## config.mk

```make
export PLATFORM = sky130hd
export DESIGN_NAME = tlfk_vel
export DESIGN_NICKNAME = d
export VERILOG_FILES = /design/src/design/tlfk_pkg.sv /design/src/design/tlfk_vel.sv
export SDC_FILE = /design/constraint.sdc
export NUM_CORES = 2
export LEC_CHECK = 0
export ABC_AREA = 1
export BUFFER_PORTS_ARGS = -buffer_cell sky130_fd_sc_hd__buf_2
export CAP_MARGIN = 10
export CELL_PAD_IN_SITES_DETAIL_PLACEMENT = 1
export CELL_PAD_IN_SITES_GLOBAL_PLACEMENT = 1
export CORE_UTILIZATION = 39
export CTS_CLUSTER_DIAMETER = 40
export DETAILED_ROUTE_END_ITERATION = 10
export PLACE_DENSITY_LB_ADDON = 0.3
export SETUP_SLACK_MARGIN = 0.3
export SKIP_CTS_REPAIR_TIMING = 1
export SLEW_MARGIN = 20
export SYNTH_ARGS = -nofsm -noshare
export SYNTH_HDL_FRONTEND = slang
export SYNTH_SLANG_ARGS = --single-unit
export TNS_END_PERCENT = 50
```

## constraint.sdc

```tcl
create_clock -name clk -period 12.4 [get_ports clk]
set_input_delay 3.72 -clock clk [delete_from_list [all_inputs] [get_ports clk]]
set_output_delay 3.72 -clock clk [all_outputs]
set_load 0.1 [all_outputs]
```

## src/design/tlfk_pkg.sv

```systemverilog
// Package with the shared types, constants and sine table function of the two-link arm block.
package tlfk_pkg;

	localparam int unsigned SINE_TABLE_BITS_DEF = 10;
	localparam int unsigned ANGLE_BITS_DEF      = 16;

	localparam int unsigned ANGLE_W    = 16;
	localparam int unsigned RATE_W     = 16;
	localparam int unsigned LEN_W      = 16;
	localparam int unsigned POS_W      = 18;
	localparam int unsigned VEL_W      = 22;
	localparam int unsigned TRIG_W     = 16;
	localparam int unsigned TERM_W     = 17;
	localparam int unsigned CFG_ADDR_W = 4;

	localparam logic [CFG_ADDR_W-1:0] REG_UPPER_LEN = 4'd0;
	localparam logic [CFG_ADDR_W-1:0] REG_LOWER_LEN = 4'd1;

	localparam logic [LEN_W-1:0] UPPER_LEN_RST = 16'd4096;
	localparam logic [LEN_W-1:0] LOWER_LEN_RST = 16'd4096;

	localparam logic [63:0] PI_HALF_Q30 = 64'h0000_0000_6487_ED51;

	typedef struct packed {
		logic s1;
		logic s2;
		logic s3;
		logic s4;
		logic s5;
		logic s6;
	} pipe_en_t;

	// One quarter-wave entry, sin(pi*idx/2^(bits+1)) in Q1.15, from a truncated Q30 series.
	function automatic logic [15:0] sine_entry(input int unsigned bits, input int unsigned idx);
		logic [63:0] x;
		logic [63:0] x2;
		logic [63:0] term;
		logic [63:0] acc;
		logic [63:0] v;
		x    = (PI_HALF_Q30 * 64'(idx)) >> bits;
		x2   = (x * x) >> 30;
		term = ((x * x2) >> 30) / 64'd6;
		acc  = x - term;
		term = ((term * x2) >> 30) / 64'd20;
		acc  = acc + term;
		term = ((term * x2) >> 30) / 64'd42;
		acc  = acc - term;
		term = ((term * x2) >> 30) / 64'd72;
		acc  = acc + term;
		term = ((term * x2) >> 30) / 64'd110;
		acc  = acc - term;
		term = ((term * x2) >> 30) / 64'd156;
		acc  = acc + term;
		term = ((term * x2) >> 30) / 64'd210;
		acc  = acc - term;
		v    = (acc + 64'd16384) >> 15;
		if (v > 64'd32767) begin
			v = 64'd32767;
		end
		return v[15:0];
	endfunction

endpackage

```

## src/design/tlfk_vel.sv

```systemverilog
// Joint-rate products and end-effector velocity, pipeline stages five and six.
module tlfk_vel (
	input  logic                                  clk,
	input  tlfk_pkg::pipe_en_t                    en,
	input  logic signed [tlfk_pkg::RATE_W-1:0]    w1,
	input  logic signed [tlfk_pkg::RATE_W-1:0]    w2,
	input  logic signed [tlfk_pkg::POS_W-1:0]     px,
	input  logic signed [tlfk_pkg::POS_W-1:0]     py,
	input  logic signed [tlfk_pkg::TERM_W-1:0]    p12c,
	input  logic signed [tlfk_pkg::TERM_W-1:0]    p12s,
	output logic signed [tlfk_pkg::POS_W-1:0]     pos_x_s6,
	output logic signed [tlfk_pkg::POS_W-1:0]     pos_y_s6,
	output logic signed [tlfk_pkg::VEL_W-1:0]     vel_x_s6,
	output logic signed [tlfk_pkg::VEL_W-1:0]     vel_y_s6
);

	logic signed [16:0]                  nw1;
	logic signed [16:0]                  nw2;
	logic signed [34:0]                  prod_vx1;
	logic signed [33:0]                  prod_vx2;
	logic signed [33:0]                  prod_vy1;
	logic signed [32:0]                  prod_vy2;
	logic signed [22:0]                  vx1_s5;
	logic signed [22:0]                  vx2_s5;
	logic signed [22:0]                  vy1_s5;
	logic signed [22:0]                  vy2_s5;
	logic signed [tlfk_pkg::POS_W-1:0]   px_s5;
	logic signed [tlfk_pkg::POS_W-1:0]   py_s5;
	logic signed [22:0]                  sum_x;
	logic signed [22:0]                  sum_y;

	// The x terms are negated before the product so that the shift rounds as required.
	always_comb begin
		nw1      = -$signed({w1[15], w1});
		nw2      = -$signed({w2[15], w2});
		prod_vx1 = nw1 * py;
		prod_vx2 = nw2 * p12s;
		prod_vy1 = w1 * px;
		prod_vy2 = w2 * p12c;
	end

	always_ff @(posedge clk) begin
		if (en.s5) begin
			vx1_s5 <= prod_vx1[34:12];
			vx2_s5 <= {prod_vx2[33], prod_vx2[33:12]};
			vy1_s5 <= {prod_vy1[33], prod_vy1[33:12]};
			vy2_s5 <= {{2{prod_vy2[32]}}, prod_vy2[32:12]};
			px_s5  <= px;
			py_s5  <= py;
		end
	end

	always_comb begin
		sum_x = vx1_s5 + vx2_s5;
		sum_y = vy1_s5 + vy2_s5;
	end

	always_ff @(posedge clk) begin
		if (en.s6) begin
			pos_x_s6 <= px_s5;
			pos_y_s6 <= py_s5;
			vel_x_s6 <= sum_x[21:0];
			vel_y_s6 <= sum_y[21:0];
		end
	end

endmodule

```

==> metrics.csv <==
metric;value;unit
final_area;57300;µm²
fp.dieW;373;µm
grt_max_degree;69;
crit_start;w2[0];
place_inst;8201;
worstHoldStart;py_s5[13]$_DFFE_PP_;
hold_viol_final;0;
cp.required;12.71;ns
relSlewSlack;0.363;
cts_made_buffers;34;
rows;135;
status;finished clean;
grt_pass1_vias;47000;
nets;8100;
syn-cell-area;53600;µm²
drtIter0Drc;1987;
yosysUniqueCellTypes;54;
period_needed;10.73;ns
drtAntennaViolNets;0;
start_util;0.394;
cpMostUsedCell;fa_1;
ys_ff_latch;203;
worst_pin_slew;0.955;ns
place_ws;1.06;ns
fin_cells;8261;
syn2layout_area_growth;6.83;%
wl_per_cell;18.9;µm
critPathSlowestCell;fa_1;
crit_buf_inv;4;
ctsLongestPathBuffers;3;
max_clock_freq;93.2;MHz
antenna_found_initial;3;
end_kind;flip-flop;
fillers;16200;
grt_use_total;0.233;
busiest_layer;met2;
path_delay_family;adder cells;
worstSetupPathType;primary input to flip-flop;
cpPeakStageDelay;0.91;ns
layout_commonest_cell;inv_1;
use_met1;0.298;
mostFrequentLayoutCells;inv_1 (1,767), nand2_1 (1,414), fa_1 (1,165);
die_h;373;µm
finalSetupViolCount;0;
hp-class;flip-flop to flip-flop;
detailed_place.area;56200;µm²
syn_inst;6382;
root_buffer;clkbuf_16;
crit_arrival;11.04;ns
portBuffers;184;
maxCapViolations;0;
dp_hpwl;132;mm
rsz0062_at_grt;no;
finalWorstSetupSlack;1.67;ns
ff_latch_area;6100;µm²
post-route-drc-count;0;
layout-drive-gt1-share;0.0537;
start_kind;primary input;
synth-seq-area-share;0.114;
overflow;0;
clock_latency;0.57;ns
routed_wl;156;mm
skew;0.0293;ns
vias_per_cell;4.98;
yosys_most_used_dff;edfxtp_1;
cts_tree;yes;
worstPathMaxFanout;11;
synth-async-reset-ratio;0;
gp_congestion;0.919;
first_pass_iters;5;
grt_pass1_wl;255;mm
n_antenna_cell;0;
synth_edf_count;203;
vias;41100;
multi_input_area;40100;µm²
r2r_start;vx1_s5[0]$_DFFE_PP_;
core_area;136000;µm²
syn_avg_cell_area;8.40;µm²
die_area;139000;µm²
grt_util_met3;0.0253;
h-tree-depth;2;
synth_nets;8026;
io_pins;189;
grtUsageMet2;0.420;
yosys_warnings;0;
cts.sinks;203;
setup_tns;0;ns
drv_slew;0;
path_clk_slew;0.05;ns
period_share;0.866;
worst reg2reg max path, delay by kind of cell (launching register included):
| kind | cells | cell delay [ns] |
|---|---|---|
| flops | 1 | 0.33 |
| xor+xnor | 1 | 0.28 |
| buf+inv | 1 | 0.05 |
| compound gates | 1 | 0.36 |
| simple gates | 6 | 0.61 |
| fa+ha+maj | 2 | 0.59 |
cells in the mapped netlist, types with 6 or more instances:
cell type,number,share of area
a211oi_1,7,0.00098
a21boi_0,10,0.0014
a21o_1,26,0.0036
a21oi_1,159,0.015
a31oi_1,19,0.0022
buf_1,22,0.0015
buf_2,10,0.00093
buf_6,7,0.0015
clkbuf_1,121,0.0085
clkinv_1,9,0.00063
edfxtp_1,203,0.11
fa_1,1165,0.44
ha_1,370,0.086
inv_1,1767,0.12
inv_2,17,0.0012
nand2_1,1414,0.099
nand2_2,15,0.0018
nand3_1,146,0.014
nand4_1,24,0.0028
nor2_1,450,0.032
nor3_1,31,0.0029
nor4_1,22,0.0026
o211ai_1,6,0.00084
o21a_1,7,0.00098
o21ai_0,117,0.011
o21bai_1,17,0.0024
or2_2,36,0.0042
xnor2_1,45,0.0074
xor2_1,88,0.014
final timing paths:
path                                                to  slack, ns  cells past startpoint
worst max-delay path              vx2_s5[18]$_DFFE_PP_       1.67                     27
worst min-delay path            pos_y_s6[13]$_DFFE_PP_       0.41                      0
worst max register to register  vel_x_s6[10]$_DFFE_PP_       9.95                     11
worst min register to register  pos_y_s6[13]$_DFFE_PP_       0.41                      0
per-layer routing:
metal  vias up  routed length (µm)
met3       198                6230
li1      18700                   -
met2       766               79800
met1     21400               66700
met5         -                  32
met4         4                3320
cells by family after synthesis:
group	after synthesis	share of synthesized area
xor gates and xnor gates	133	0.0217
buffers and inverters	1961	0.139
AOI/OAI and AO/OA	384	0.0406
adders and majority gates	1535	0.521
and+or+nand+nor	2166	0.164
DFF	203	0.114
registers in the layout, indices dropped and copies added (netlist names):
signal    cells
pos_x_s6     18
pos_y_s6     18
px_s5        18
py_s5        18
vel_x_s6     22
vel_y_s6     22
vx1_s5       22
vx2_s5       22
vy1_s5       22
vy2_s5       21
per-stage QoR:
| step | utilization | hold WS (ns) |
|---|---|---|
| floorplan | - | 0.400 |
| global placement | 0.413 | 0.401 |
| detailed placement | 0.413 | 0.405 |
| CTS | 0.421 | 0.415 |
| global route | 0.421 | 0.420 |
| finish | 0.421 | 0.414 |
cell type report:
cell class                      instances  area share
Clock inverter                         21     0.00299
Clock buffer                           39      0.0156
Timing Repair Buffer                  200      0.0183
Sequential cell                       203       0.106
Multi-Input combinational cell       4218       0.700
Inverter                             1799       0.118
Tap cell                             1781      0.0389
Power is left out: the tool's default activity adds up to more than one toggle a clock period on the data nets, which glitch-free logic cannot reach.
