`config.mk`:
```
export PLATFORM = sky130hd
export DESIGN_NAME = tlfk_pos
export DESIGN_NICKNAME = d
export VERILOG_FILES = /design/src/design/tlfk_pkg.sv /design/src/design/tlfk_pos.sv
export SDC_FILE = /design/constraint.sdc
export NUM_CORES = 2
export LEC_CHECK = 0
export BUFFER_PORTS_ARGS = -buffer_cell sky130_fd_sc_hd__buf_2
export CORE_ASPECT_RATIO = 0.75
export CORE_MARGIN = 1
export CORE_UTILIZATION = 45
export CTS_CLUSTER_DIAMETER = 40
export DETAILED_ROUTE_END_ITERATION = 6
export HOLD_SLACK_MARGIN = 0.15
export PLACE_DENSITY = 0.6
export REMOVE_ABC_BUFFERS = 1
export SYNTH_ARGS = -nofsm -noshare
export SYNTH_HDL_FRONTEND = slang
export SYNTH_SLANG_ARGS = --single-unit
export TNS_END_PERCENT = 10
```
`constraint.sdc`:
```
create_clock -name clk -period 16.47 [get_ports clk]
set_input_delay 0.8235 -clock clk [delete_from_list [all_inputs] [get_ports clk]]
set_output_delay 0.8235 -clock clk [all_outputs]
set_load 0.005 [all_outputs]
```
`src/design/tlfk_pkg.sv`:
```
// Package with the shared types, constants and sine table function of the two-link arm block.
package tlfk_pkg;

	localparam int unsigned SINE_TABLE_BITS_DEF = 10;
	localparam int unsigned ANGLE_BITS_DEF      = 16;

	localparam int unsigned ANGLE_W    = 16;
	localparam int unsigned RATE_W     = 16;
	localparam int unsigned LEN_W      = 16;
	localparam int unsigned POS_W      = 18;
	localparam int unsigned VEL_W      = 22;
	localparam int unsigned TRIG_W     = 16;
	localparam int unsigned TERM_W     = 17;
	localparam int unsigned CFG_ADDR_W = 4;

	localparam logic [CFG_ADDR_W-1:0] REG_UPPER_LEN = 4'd0;
	localparam logic [CFG_ADDR_W-1:0] REG_LOWER_LEN = 4'd1;

	localparam logic [LEN_W-1:0] UPPER_LEN_RST = 16'd4096;
	localparam logic [LEN_W-1:0] LOWER_LEN_RST = 16'd4096;

	localparam logic [63:0] PI_HALF_Q30 = 64'h0000_0000_6487_ED51;

	typedef struct packed {
		logic s1;
		logic s2;
		logic s3;
		logic s4;
		logic s5;
		logic s6;
	} pipe_en_t;

	// One quarter-wave entry, sin(pi*idx/2^(bits+1)) in Q1.15, from a truncated Q30 series.
	function automatic logic [15:0] sine_entry(input int unsigned bits, input int unsigned idx);
		logic [63:0] x;
		logic [63:0] x2;
		logic [63:0] term;
		logic [63:0] acc;
		logic [63:0] v;
		x    = (PI_HALF_Q30 * 64'(idx)) >> bits;
		x2   = (x * x) >> 30;
		term = ((x * x2) >> 30) / 64'd6;
		acc  = x - term;
		term = ((term * x2) >> 30) / 64'd20;
		acc  = acc + term;
		term = ((term * x2) >> 30) / 64'd42;
		acc  = acc - term;
		term = ((term * x2) >> 30) / 64'd72;
		acc  = acc + term;
		term = ((term * x2) >> 30) / 64'd110;
		acc  = acc - term;
		term = ((term * x2) >> 30) / 64'd156;
		acc  = acc + term;
		term = ((term * x2) >> 30) / 64'd210;
		acc  = acc - term;
		v    = (acc + 64'd16384) >> 15;
		if (v > 64'd32767) begin
			v = 64'd32767;
		end
		return v[15:0];
	endfunction

endpackage

```
`src/design/tlfk_pos.sv`:
```
// Link-length products and end-effector position, pipeline stages three and four.
module tlfk_pos (
	input  logic                                  clk,
	input  tlfk_pkg::pipe_en_t                    en,
	input  logic [tlfk_pkg::LEN_W-1:0]            upper_len,
	input  logic [tlfk_pkg::LEN_W-1:0]            lower_len,
	input  logic signed [tlfk_pkg::TRIG_W-1:0]    sin1,
	input  logic signed [tlfk_pkg::TRIG_W-1:0]    cos1,
	input  logic signed [tlfk_pkg::TRIG_W-1:0]    sin12,
	input  logic signed [tlfk_pkg::TRIG_W-1:0]    cos12,
	output logic signed [tlfk_pkg::POS_W-1:0]     px_s4,
	output logic signed [tlfk_pkg::POS_W-1:0]     py_s4,
	output logic signed [tlfk_pkg::TERM_W-1:0]    p12c_s4,
	output logic signed [tlfk_pkg::TERM_W-1:0]    p12s_s4
);

	logic signed [32:0]                    prod_1c;
	logic signed [32:0]                    prod_1s;
	logic signed [32:0]                    prod_12c;
	logic signed [32:0]                    prod_12s;
	logic signed [tlfk_pkg::TERM_W-1:0]    p1c_s3;
	logic signed [tlfk_pkg::TERM_W-1:0]    p1s_s3;
	logic signed [tlfk_pkg::TERM_W-1:0]    p12c_s3;
	logic signed [tlfk_pkg::TERM_W-1:0]    p12s_s3;

	always_comb begin
		prod_1c  = $signed({1'b0, upper_len}) * cos1;
		prod_1s  = $signed({1'b0, upper_len}) * sin1;
		prod_12c = $signed({1'b0, lower_len}) * cos12;
		prod_12s = $signed({1'b0, lower_len}) * sin12;
	end

	// The magnitude of a length times a Q1.15 value stays below 2^31.
	always_ff @(posedge clk) begin
		if (en.s3) begin
			p1c_s3  <= prod_1c[31:15];
			p1s_s3  <= prod_1s[31:15];
			p12c_s3 <= prod_12c[31:15];
			p12s_s3 <= prod_12s[31:15];
		end
	end

	always_ff @(posedge clk) begin
		if (en.s4) begin
			px_s4   <= {p1c_s3[16], p1c_s3} + {p12c_s3[16], p12c_s3};
			py_s4   <= {p1s_s3[16], p1s_s3} + {p12s_s3[16], p12s_s3};
			p12c_s4 <= p12c_s3;
			p12s_s4 <= p12s_s3;
		end
	end

endmodule

```
==> results.sh <==
export IMPL_r2r_slack_ns=13.54
export IMPL_cts_tree="yes"
export IMPL_ioPinCount=173
export IMPL_start_util_pct=45.71
export IMPL_layout_min_cycle_time_ns=7.466
export IMPL_ys_seq_area_share_pct=10.71
export IMPL_cts_root_buf="clkbuf_16"
export IMPL_wl_mm=93.62
export IMPL_postCtsHoldBufs=0
export IMPL_yosysTopAreaCellShare_pct=40.06
export IMPL_synth_edf_count=138
export IMPL_track_usage_pct=22.48
export IMPL_fmax_mhz=133.9
export IMPL_synth_seq_cells=138
export IMPL_overflow=0
export IMPL_synth_area_top_cells="fa_1, ha_1, edfxtp_1"
export IMPL_clk_pin_slew_ns=0.05
export IMPL_portBuffers=168
export IMPL_path_class="in -> reg"
export IMPL_antenna_found_initial=4
export IMPL_synth_avg_cell_area_um2=9.398
export IMPL_critical_path_startpoint="lower_len[6]"
export IMPL_place_hpwl_mm=71.40
export IMPL_rsz0062_at_grt="no"
export IMPL_wl_per_cell_um=17.67
export IMPL_synth_distinct_cells=59
export IMPL_grt_pass1_wl_mm=155.0
export IMPL_clock_latency_ns=0.49
export IMPL_drt_iter0_drc=1677
export IMPL_ant_nets=0
export IMPL_rr_worst_depth=11
export IMPL_final_core_util_pct=48.57
export IMPL_drv_cap=0
export IMPL_cp_max_fo=32
export IMPL_critPathCapture="p12c_s3[16]"
export IMPL_async_flop_share_pct=0
export IMPL_finClkSkew_ns=0.01819
export IMPL_status="complete, no violations"
export IMPL_cp_data_arrival_time_ns=7.69
export IMPL_area_growth_pct=6.257
export IMPL_fillCellCount=8030
export IMPL_nets=5528
export IMPL_multiInputGateArea_um2=30290
export IMPL_synth_top_cell_by_area="fa_1"
export IMPL_clock_sinks=138
export IMPL_ctsResizeCount=0
export IMPL_r2r_end="px_s4[16]"
export IMPL_ys_top_cells_by_count="inv_1, fa_1, nand2_1"
export IMPL_hold_viol_final=0
export IMPL_startpoint_type="input port"
export IMPL_max_clock_path_buffers=3
export IMPL_post_route_period_util_pct=45.33
export IMPL_crit_path_end_kind="flip-flop"
export IMPL_final_max_slew_violation_count=0
export IMPL_dp_cells=5262
export IMPL_synth_most_common_cell="inv_1"
export IMPL_synth_cells=4115
export IMPL_grt_pass1_vias=28172
export IMPL_post_cts_buffers=0
export IMPL_dr_total_vias=26783
export IMPL_r2r_start="p12c_s3[0]"
export IMPL_cp_required_ns=16.70
export IMPL_core_um2=84610
export IMPL_die_x_um=340.5
export IMPL_drive_gt1_share_pct=5.472
export IMPL_synth_main_ff_cell="edfxtp_1"
export IMPL_syn_cell_area_um2=38670
export IMPL_regArea_um2=4144
export IMPL_stdcell_count=5297
export IMPL_slew_headroom_pct=37.61
export IMPL_first_pass_iters=6
export IMPL_die_area_um2=87130
export IMPL_place_congestion=0.8375
export IMPL_cts_max_level=4
export IMPL_vias_per_cell=5.056
export IMPL_die_y_um=255.9
export IMPL_setup_tns_ns=0
export IMPL_rows=92
export IMPL_ys_warn_count=0
export IMPL_min_path_type="reg -> reg"
export IMPL_drc=0
export IMPL_setup_viol=0
export IMPL_cts_buffers=25
export IMPL_grt_max_degree=60
export IMPL_worst_pin_slew_ns=0.9358
worst min path at each step:
stage / cells past startpoint / start / slack, ns / end
floorplan: 0 / p12c_s3[0] / 0.43 / p12c_s4[0]
global placement: 0 / p12s_s3[13] / 0.44 / p12s_s4[13]
detailed placement: 0 / p12s_s3[16] / 0.45 / p12s_s4[16]
CTS: 0 / p12c_s3[14] / 0.47 / p12c_s4[14]
global route: 0 / p12c_s3[3] / 0.49 / p12c_s4[3]
finish: 0 / p12c_s3[11] / 0.47 / p12c_s4[11]
critical path: stages:
cell and delay (ns):
buf_2 0.70, and2_1 0.25, fa_1 0.40, inv_1 0.08, fa_1 0.43, fa_1 0.51
inv_1 0.05, fa_1 0.50, fa_1 0.50, inv_1 0.05, fa_1 0.51, inv_1 0.06
ha_1 0.28, a2111oi_0 0.54, o21ai_0 0.19, a211oi_1 0.64, o31a_1 0.31, nand3_1 0.22
a211o_1 0.36, a21oi_1 0.20, xnor2_1 0.08
flip-flops by register name, indices dropped and copies added (netlist names):
| register | cells |
|---|---|
| p1s_s3 | 17 |
| p12s_s4 | 17 |
| py_s4 | 18 |
| p12c_s4 | 17 |
| p12c_s3 | 17 |
| p12s_s3 | 17 |
| px_s4 | 18 |
| p1c_s3 | 17 |
metal layers:
metal / track usage (%) / routed length, um
met2: 33.07 / 39330
met3: 3.610 / 6303
met1: 35.62 / 47220
met4: 2.304 / 757
met5: 0 / 12
layout by cell type (no fill, tap or decap), types with 31 or more instances in the layout:
cell type    n
buf_2      166
edfxtp_1   138
fa_1       774
nor2_1      93
a21oi_1     82
ha_1       490
nand2b_1    31
xnor2_1     69
nand2_1    528
a21o_1      38
and2_1     465
inv_1      963
kinds of logic after synthesis:
| group | count (synthesis) | synth area share, % |
|---|---|---|
| fa+ha+maj | 1264 | 55.92 |
| simple gates | 1228 | 15.81 |
| buf+inv | 1129 | 10.96 |
| compound gates | 257 | 4.348 |
| flops | 138 | 10.71 |
| xor+xnor | 98 | 2.219 |
| mux | 1 | 0.02911 |
area by class of cell:
class / count / share of cell area (%)
multi-input combinational: 2848 / 73.72
sequential: 138 / 10.08
inverter: 965 / 8.814
tap: 1128 / 3.434
timing repair buffer: 183 / 2.332
clock buffer: 27 / 1.541
clock inverter: 6 / 0.06698
antenna: 2 / 0.01218
per-stage QoR:
step | hold slack (ns) | setup WS [ns] | instance area [um2]
after global placement | 0.4431 | 8.525 | 40430
after floorplan | 0.4307 | 10.10 | 38060
final | 0.4735 | 9.004 | 41090
after global routing | 0.4927 | 8.684 | 41090
after detailed placement | 0.4536 | 8.414 | 40430
after CTS | 0.4723 | 8.938 | 41090
Power is not shown: default switching activity piles up to over one toggle a cycle in this logic, so the estimate is an artifact.
